==> src/rtl/core/tpsc_pkg.sv <==
// Shared types, widths and codes for the tape pause-search controller.
package tpsc_pkg;

    // Sample and filter widths
    localparam int ADC_BITS  = 10;
    localparam int FRAC_BITS = 8;
    localparam int FL_W      = ADC_BITS + FRAC_BITS;

    // Filter gains in 1/256 units
    localparam int GAIN_W    = 8;
    localparam logic [GAIN_W-1:0] GAIN_FAST = 8'd230;
    localparam logic [GAIN_W-1:0] GAIN_SLOW = 8'd8;

    // Configuration register widths
    localparam int SIL_W      = 10;
    localparam int QUIET_W    = 8;
    localparam int CNT_W      = 16;
    localparam int CFG_IDX_W  = 3;
    localparam int CFG_DATA_W = 16;

    // Common width for level compares (covers any sample width up to 16)
    localparam int CMP_W = 16;

    typedef enum logic [2:0] {
        OP_TICK   = 3'd0,
        OP_SAMPLE = 3'd1,
        OP_PULSE  = 3'd2,
        OP_START  = 3'd3,
        OP_CANCEL = 3'd4
    } t_op;

    typedef enum logic [2:0] {
        CMD_NONE    = 3'd0,
        CMD_PLAY    = 3'd1,
        CMD_STOP    = 3'd2,
        CMD_REWIND  = 3'd3,
        CMD_FORWARD = 3'd4
    } t_cmd;

    typedef enum logic [2:0] {
        PH_IDLE    = 3'd0,
        PH_FIND    = 3'd1,
        PH_COUNT   = 3'd2,
        PH_DECIDE  = 3'd3,
        PH_REVERSE = 3'd4
    } t_phase;

    typedef enum logic [CFG_IDX_W-1:0] {
        REG_SILENCE_LEVEL = 3'd0,
        REG_LOUD_TIME     = 3'd1,
        REG_SILENCE_TIME  = 3'd2,
        REG_SETTLE_TICKS  = 3'd3,
        REG_OVERDO_IGNORE = 3'd4,
        REG_OVERDO_NEAR   = 3'd5,
        REG_OVERDO_MAX    = 3'd6
    } t_cfg_reg;

    typedef struct packed {
        logic [2:0]          op;
        logic [ADC_BITS-1:0] adc_value;
        logic                search_reverse;
    } t_in_item;

    typedef struct packed {
        logic [2:0] mode_command;
        logic [2:0] search_phase;
        logic       searching;
    } t_out_item;

endpackage

==> src/rtl/core/tpsc_filter.sv <==
// Adaptive exponential filter: one update of the Q(ADC_BITS.FRAC_BITS) level.
module tpsc_filter import tpsc_pkg::*; (
    input  logic [FL_W-1:0]     i_level,
    input  logic [ADC_BITS-1:0] i_adc,
    output logic [FL_W-1:0]     o_level
);

    localparam int PROD_W = FL_W + GAIN_W;
    localparam logic [PROD_W-1:0] ROUND = PROD_W'(1) << (GAIN_W - 1);

    logic [FL_W-1:0]   x;
    logic              up;
    logic [FL_W-1:0]   mag;
    logic [GAIN_W-1:0] gain;
    logic [PROD_W-1:0] prod;
    logic [PROD_W-1:0] rounded;
    logic [FL_W-1:0]   step;

    // Sample aligned to the level's fixed point
    assign x   = {i_adc, {FRAC_BITS{1'b0}}};
    assign up  = (x >= i_level);
    assign mag = up ? (x - i_level) : (i_level - x);

    // Fast gain once the integer part of the difference reaches two
    assign gain = (|mag[FL_W-1:FRAC_BITS+1]) ? GAIN_FAST : GAIN_SLOW;

    // Step magnitude, rounded half up; never exceeds the difference
    assign prod    = PROD_W'(mag) * PROD_W'(gain);
    assign rounded = prod + ROUND;
    assign step    = rounded[PROD_W-1:GAIN_W];

    assign o_level = up ? (i_level + step) : (i_level - step);

endmodule

==> src/rtl/core/tape_pause_search_controller.sv <==
// Requests pass from the input register to the result register, which drives o_out_item.
// Throughput: one request per cycle while the result channel is not stalled; the two registers
// pipeline back to back, and the whole state update is one pass of logic between them.
// Reset: i_rst_n is synchronous, active low; it empties both registers, clears the search
// state and filter level, and loads the configuration registers with their defaults.
module tape_pause_search_controller import tpsc_pkg::*; (
    input  logic                  i_clk,
    input  logic                  i_rst_n,
    // Request channel
    input  logic                  i_in_valid,
    output logic                  o_in_stall,
    input  t_in_item              i_in_item,
    // Result channel
    output logic                  o_out_valid,
    input  logic                  i_out_stall,
    output t_out_item             o_out_item,
    // Configuration write channel
    input  logic                  i_cfg_valid,
    output logic                  o_cfg_ready,
    input  logic [CFG_IDX_W-1:0]  i_cfg_index,
    input  logic [CFG_DATA_W-1:0] i_cfg_data
);

    // Configuration
    logic [SIL_W-1:0]   r_silence_level;
    logic [CNT_W-1:0]   r_loud_time;
    logic [QUIET_W-1:0] r_silence_time;
    logic [CNT_W-1:0]   r_settle_ticks;
    logic [CNT_W-1:0]   r_overdo_ignore;
    logic [CNT_W-1:0]   r_overdo_near;
    logic [CNT_W-1:0]   r_overdo_max;

    // Pipeline registers
    logic      r_in_valid;
    t_in_item  r_in;
    logic      r_out_valid;
    t_out_item r_out;

    // Search state
    t_phase             r_phase,  n_phase;
    logic               r_flag,   n_flag;
    logic               r_dir,    n_dir;
    logic [CNT_W-1:0]   r_over,   n_over;
    logic [CNT_W-1:0]   r_settle, n_settle;
    logic [CNT_W-1:0]   r_loud,   n_loud;
    logic [QUIET_W-1:0] r_quiet,  n_quiet;
    logic [FL_W-1:0]    r_level,  n_level;
    t_cmd               n_cmd;

    logic               advance;
    logic               fire;
    logic               in_accept;
    logic [FL_W-1:0]    filt_level;
    logic [CMP_W-1:0]   lvl;
    logic [CMP_W-1:0]   sil;
    logic               lvl_lt;
    logic               lvl_gt;
    logic               steady;
    logic               quiet_done;
    logic [CNT_W-1:0]   settle_inc;
    logic               settle_done;
    logic               over_ignore;
    logic               over_near;

    // Handshake
    assign advance     = !r_out_valid || !i_out_stall;
    assign fire        = r_in_valid && advance;
    assign o_in_stall  = r_in_valid && !advance;
    assign in_accept   = i_in_valid && !o_in_stall;
    assign o_out_valid = r_out_valid;
    assign o_out_item  = r_out;
    assign o_cfg_ready = 1'b1;

    // Filter update for the request in the input register
    tpsc_filter u_filter (
        .i_level (r_level),
        .i_adc   (r_in.adc_value),
        .o_level (filt_level)
    );

    // Decision terms
    assign lvl         = CMP_W'(filt_level[FL_W-1:FRAC_BITS]);
    assign sil         = CMP_W'(r_silence_level);
    assign lvl_lt      = (lvl < sil);
    assign lvl_gt      = (lvl > sil);
    assign steady      = (r_loud > r_loud_time);
    assign quiet_done  = (r_quiet >= r_silence_time);
    assign settle_inc  = (r_settle != '1) ? (r_settle + CNT_W'(1)) : r_settle;
    assign settle_done = (settle_inc > r_settle_ticks);
    assign over_ignore = (r_over <= r_overdo_ignore);
    assign over_near   = (r_over <= r_overdo_near);

    // Next state
    always_comb begin
        n_phase  = r_phase;
        n_flag   = r_flag;
        n_dir    = r_dir;
        n_over   = r_over;
        n_settle = r_settle;
        n_loud   = r_loud;
        n_quiet  = r_quiet;
        n_level  = r_level;
        if (fire) begin
            unique case (r_in.op)
                OP_TICK: begin
                    if (!r_flag) begin
                        n_phase = PH_IDLE;
                    end else begin
                        unique case (r_phase)
                            PH_IDLE: begin
                                n_settle = '0;
                                n_over   = '0;
                                n_phase  = PH_FIND;
                            end
                            PH_COUNT: begin
                                n_settle = settle_inc;
                                if (settle_done) begin
                                    n_phase = PH_DECIDE;
                                end
                            end
                            PH_DECIDE: begin
                                if (over_ignore) begin
                                    n_flag  = 1'b0;
                                    n_phase = PH_IDLE;
                                end else begin
                                    n_phase = PH_REVERSE;
                                end
                            end
                            PH_REVERSE: begin
                                if (over_near) begin
                                    n_flag  = 1'b0;
                                    n_phase = PH_IDLE;
                                end
                            end
                            default: ;
                        endcase
                    end
                end
                OP_SAMPLE: begin
                    if (r_phase != PH_FIND) begin
                        n_loud  = '0;
                        n_quiet = '0;
                    end else begin
                        n_level = filt_level;
                        priority if (lvl_lt && !steady) begin
                            n_loud  = '0;
                            n_quiet = '0;
                        end else if (lvl_gt && !steady) begin
                            if (r_loud != '1) begin
                                n_loud = r_loud + CNT_W'(1);
                            end
                        end else if (lvl_lt && steady && !quiet_done) begin
                            n_quiet = r_quiet + QUIET_W'(1);
                        end else if (quiet_done) begin
                            n_loud  = '0;
                            n_quiet = '0;
                            n_phase = PH_COUNT;
                        end else begin
                        end
                    end
                end
                OP_PULSE: begin
                    if (r_phase == PH_COUNT && r_over < r_overdo_max) begin
                        n_over = r_over + CNT_W'(1);
                    end
                    if (r_phase == PH_REVERSE && r_over != '0) begin
                        n_over = r_over - CNT_W'(1);
                    end
                end
                OP_START: begin
                    n_flag = 1'b1;
                    n_dir  = r_in.search_reverse;
                end
                OP_CANCEL: begin
                    n_flag = 1'b0;
                end
                default: ;
            endcase
        end
    end

    // Command output
    always_comb begin
        n_cmd = CMD_NONE;
        if (r_in.op == OP_TICK && r_flag) begin
            if (r_phase == PH_DECIDE) begin
                if (over_ignore) begin
                    n_cmd = CMD_PLAY;
                end else begin
                    n_cmd = r_dir ? CMD_FORWARD : CMD_REWIND;
                end
            end else if (r_phase == PH_REVERSE && over_near) begin
                n_cmd = CMD_PLAY;
            end
        end else if (r_in.op == OP_SAMPLE && r_phase == PH_FIND) begin
            if (!(lvl_lt && !steady) && !(lvl_gt && !steady)
                && !(lvl_lt && steady && !quiet_done) && quiet_done) begin
                n_cmd = CMD_STOP;
            end
        end
    end

    // Control and state registers
    always_ff @(posedge i_clk) begin
        if (!i_rst_n) begin
            r_in_valid  <= 1'b0;
            r_out_valid <= 1'b0;
            r_phase     <= PH_IDLE;
            r_flag      <= 1'b0;
            r_dir       <= 1'b0;
            r_over      <= '0;
            r_settle    <= '0;
            r_loud      <= '0;
            r_quiet     <= '0;
            r_level     <= '0;
        end else begin
            if (in_accept) begin
                r_in_valid <= 1'b1;
            end else if (fire) begin
                r_in_valid <= 1'b0;
            end
            if (fire) begin
                r_out_valid <= 1'b1;
            end else if (!i_out_stall) begin
                r_out_valid <= 1'b0;
            end
            r_phase  <= n_phase;
            r_flag   <= n_flag;
            r_dir    <= n_dir;
            r_over   <= n_over;
            r_settle <= n_settle;
            r_loud   <= n_loud;
            r_quiet  <= n_quiet;
            r_level  <= n_level;
        end
    end

    // Payload registers
    always_ff @(posedge i_clk) begin
        if (in_accept) begin
            r_in <= i_in_item;
        end
        if (fire) begin
            r_out.mode_command <= n_cmd;
            r_out.search_phase <= n_phase;
            r_out.searching    <= n_flag;
        end
    end

    // Configuration registers
    always_ff @(posedge i_clk) begin
        if (!i_rst_n) begin
            r_silence_level <= SIL_W'(100);
            r_loud_time     <= CNT_W'(1000);
            r_silence_time  <= QUIET_W'(50);
            r_settle_ticks  <= CNT_W'(100);
            r_overdo_ignore <= CNT_W'(3);
            r_overdo_near   <= CNT_W'(1);
            r_overdo_max    <= CNT_W'(1000);
        end else if (i_cfg_valid && o_cfg_ready) begin
            unique case (i_cfg_index)
                REG_SILENCE_LEVEL: r_silence_level <= i_cfg_data[SIL_W-1:0];
                REG_LOUD_TIME:     r_loud_time     <= i_cfg_data;
                REG_SILENCE_TIME:  r_silence_time  <= i_cfg_data[QUIET_W-1:0];
                REG_SETTLE_TICKS:  r_settle_ticks  <= i_cfg_data;
                REG_OVERDO_IGNORE: r_overdo_ignore <= i_cfg_data;
                REG_OVERDO_NEAR:   r_overdo_near   <= i_cfg_data;
                REG_OVERDO_MAX:    r_overdo_max    <= i_cfg_data;
                default: ;
            endcase
        end
    end

endmodule

==> config.mk <==
export PLATFORM = sky130hd
export DESIGN_NAME = tape_pause_search_controller
export DESIGN_NICKNAME = d
export VERILOG_FILES = /design/src/rtl/core/tpsc_pkg.sv /design/src/rtl/core/tpsc_filter.sv /design/src/rtl/core/tape_pause_search_controller.sv
export SDC_FILE = /design/constraint.sdc
export NUM_CORES = 1
export LEC_CHECK = 0
export BUFFER_PORTS_ARGS = -buffer_cell sky130_fd_sc_hd__buf_2
export CORE_MARGIN = 2
export CORE_UTILIZATION = 50
export CTS_BUF_LIST = sky130_fd_sc_hd__clkbuf_16
export DETAILED_ROUTE_END_ITERATION = 10
export MAX_ROUTING_LAYER = met4
export PLACE_DENSITY = 0.66
export SYNTH_ARGS = -nofsm -noshare
export SYNTH_HDL_FRONTEND = slang
export SYNTH_SLANG_ARGS = --single-unit
==> constraint.sdc <==
create_clock -name i_clk -period 13.4 [get_ports i_clk]
set_clock_uncertainty 0.2 [all_clocks]
set_input_delay 2.68 -clock i_clk [delete_from_list [all_inputs] [get_ports i_clk]]
set_output_delay 2.68 -clock i_clk [all_outputs]
set_load 0.005 [all_outputs]
==> impl_results.md <==
* CTS max path bufs at 2
* Commonest cells in the synthesized netlist: nand2_1 (299), inv_1 (224), ha_1 (219)
* Synthesized area per cell at between 8 and 9 um2
* Worst EP arrival at ~13000 ps
* Post-synthesis cell count at slightly above 2000
* DR pass1 iterations at 5
* Slew Limit Fails at 0
* Compound-Gate Fraction of Synth Area at between 20% and 30%
* Hold path startpoint: r_loud_time[14]
* Die X at 189 um
* Starting density of the core at roughly half
* R2R Path End: r_loud[5]
* Row Count at 67
* Via density at between 5 and 6
* Fmax at about 0.079 GHz
* H-Tree Depth at 4
* Final setup viols at 0
* GRT Total Usage at between 20% and 30%
* Adder-Cell Fraction of Synth Area at 23.3%
* Layout cell share with drive strength beyond 1 at under 10%
* PwrDens at around 200 nW/um2
* Root Driver: clkbuf_16
* Slowest cell on the critical path: or4b_2
* Placer Congestion at about 0.9
* Synth unique cells at between 90 and 100
* Setup CP Type: register to register
* Combinational power share at between 60% and 70%
* Grt total ovfl at 0
* Register bit total from synthesis at 200
* Die ar. at about 36000 um2
* Antenna cell count at 0
* WL/cell at roughly 17 um
* Nets@finish at 2424
* Initial antenna violation count at 0
* CTS tree: yes
* Yosys top cell area share at a little over a fifth
* Post-synthesis xor/xnor area fraction at under 10%
* Number of CTS-inserted buffers at 17
* Core area at between 30000 and 40000 um2
* Drt drc at 0
* Cell mode on critical path: fa_1
* P_sw at roughly 1.7 mW
* Worst-path clk slew at roughly 80 ps
* Post-synth EDFFs at 21
* Port bufs at 46
* Outcome: completed
* VDD IR max at about 0.0002 V
* Drt initial violations at roughly 900
* R2R depth at between 40 and 50
* Yosys warnings at 0
* Seq/Total Area, Yosys at between 20 and 25%
* Filler cell count at about 3200
* CP endpoint kind: register
* Tightest Pin Transition at roughly 1000 ps
* Min-delay worst type: register to register
* Total Routed Length at roughly 43000 um
* Area after DPL at between 15000 and 20000 um2
* Total Power at approximately 3.7 mW
* Most frequent cell after synthesis: nand2_1
* Main combinational cell family by area after synthesis: adder cells
* Share of flip-flops with an asynchronous set or reset at 0%
* Sw Share at a little under half
* I/O pins at 48
* Setup TNS Final at 0 ps
* Crit start category: register
* CP max FO at 25
* Reg-to-Reg Start: r_level[1]
* First-pass GRT wire length at 70600 um
* Largest net degree at the start of global routing at between 100 and 150
* Syn-to-layout area delta at 8.66%
* Vias in the first global route at around 14000
* Largest cells by area after synthesis: dfxtp_1 (21%), ha_1 (16%), fa_1 (7.3%), nand2_1 (6.6%), inv_1 (4.9%)
* Cell count of the worst hold path at 2
* Min cycle time layout at roughly 13000 ps
* P_leak at just over 8 nW
* Clk pwr share at between 10% and 20%
* Seq pwr share at ~17%
* Area leader, netlist: dfxtp_1
* Synth Area in Simple Gates at around 20%
* Die H at approximately 190 um
* Mux contribution to synthesized area at less than 1%
* Slew HR at between 30% and 40%
* FF-to-FF setup slack at 720 ps
* RSZ-0062 raised after global routing: no
* Fin crit share at a little over nine tenths
* Post-route cell area at 18600 um2
* Post-route ant nets at 0
* Internal at slightly below 2 mW
* # Max-Cap Violations at 0
* Data required, critical path at 13580 ps
* Synth Flop Type: dfxtp_1
* Worst hold endpoint: r_loud_time[14]
* Worst skew pair latency at between 400 and 500 ps
* Clock Sinks at 200
* Synthesized area at about 17000 um2
* Via Count at 14500
* Detailed Place HPWL at ~33000 um
* Final Hold Vio Count at 0
* Critical Path Max Stage Delay at about 640 ps
-- worst max-delay path, delay by kind of cell, from the launching register on --
family / cells / cell delay (ps)
flip-flops: 1 / 380
adder cells (fa/ha/maj): 8 / 3120
XOR/XNOR: 3 / 630
AND/OR/NAND/NOR: 19 / 4930
AO/OA/AOI/OAI: 14 / 2690
buffers and inverters: 5 / 630
-- flip-flops by register name, summed over array words and instances (netlist names), 3 cells and up --
name / flops
r_settle_ticks: 16
r_level: 18
r_loud_time: 16
r_settle: 16
r_silence_time: 8
r_overdo_ignore: 16
r_loud: 16
r_overdo_max: 16
r_quiet: 8
o_out_item: 7
r_silence_level: 10
r_in: 14
r_over: 16
r_phase: 3
r_overdo_near: 16
-- layout make-up --
type                       count  area (um2)  area share [%]
multi-input combinational   1580       11900            64.1
clock inverter                15         143           0.767
clock buffer                  17         425            2.29
sequential                   200        4210            22.7
timing repair buffer          77         469            2.52
inverter                     229         860            4.62
tap                          448         561            3.01
-- layout by cell type, fill, tap and decap left out, types with 6 or more instances in the layout --
master,n
nand2_1,298
inv_1,224
ha_1,216
dfxtp_1,179
a21boi_0,103
a21oi_1,84
nor2_1,83
fa_1,62
o21ai_0,59
nand3_1,57
a21o_1,54
xnor2_1,45
buf_2,45
nor3_1,36
nor2b_1,34
o211ai_1,32
buf_4,31
xor2_1,30
and2_1,30
nand4_1,29
nand2b_1,26
o21a_1,22
edfxtp_1,21
and3_1,17
clkbuf_16,17
or3_1,15
o31ai_1,13
o22ai_1,13
conb_1,13
or2_2,11
a31oi_1,11
nor4_1,10
o21bai_1,10
or4_1,8
nand3b_1,8
a211oi_1,6
o21ai_1,6
mux2i_1,6
a211o_1,6
a21boi_1,6
-- worst max-delay path by stage --
stage	start	to	slack [ps]	depth (start not counted)
CTS	r_level[1]	r_loud[7]	80	49
finish	r_level[1]	r_loud[5]	720	49
floorplan	r_level[1]	r_loud[0]	1320	52
detailed placement	r_level[1]	r_loud[7]	120	49
global placement	r_level[1]	r_loud[5]	400	49
global route	r_level[1]	r_loud[9]	10	49
-- through the flow --
stage	utilization (%)	std cells	worst slack [ps]	hold WS (ps)
CTS	54.7	2558	78.7	268
global route	55.3	2566	13.4	288
finish	55.3	2566	718	264
global placement	53.0	2526	401	252
floorplan	-	2078	1320	243
detailed placement	53.0	2526	121	258
-- logic make-up after synthesis --
group                      count (synthesis)
and+or+nand+nor                          692
AOI/OAI and AO/OA                        498
DFF                                      200
xor gates and xnor gates                  81
other                                      2
adders and majority gates                281
buffers and inverters                    299
muxes                                     14
-- timing repair --
action | CTS | global route
setup endpoints to repair | 0 | 29
resized for setup | 0 | 28
hold buffers | 0 | 0
setup buffers | 0 | 7
-- power by group through the flow --
| stage | Clock [mW] | Sequential (mW) | Combinational [mW] |
|---|---|---|---|
| after floorplan | 0 | 0.633 | 1.91 |
| after global placement | 0 | 0.634 | 2.40 |
| after detailed placement | 0 | 0.635 | 2.45 |
| after CTS | 0.520 | 0.621 | 2.47 |
| after global routing | 0.543 | 0.622 | 2.86 |
| final | 0.511 | 0.621 | 2.54 |
-- routing by layer --
| layer | global-route usage, % | part of all wire (%) |
|---|---|---|
| met1 | 30.6 | 44 |
| met2 | 44.2 | 50 |
| met3 | 2.71 | 3.7 |
| met4 | 6.97 | 2.2 |
| met5 | - | 0 |
(Power assumes the default switching activity.)
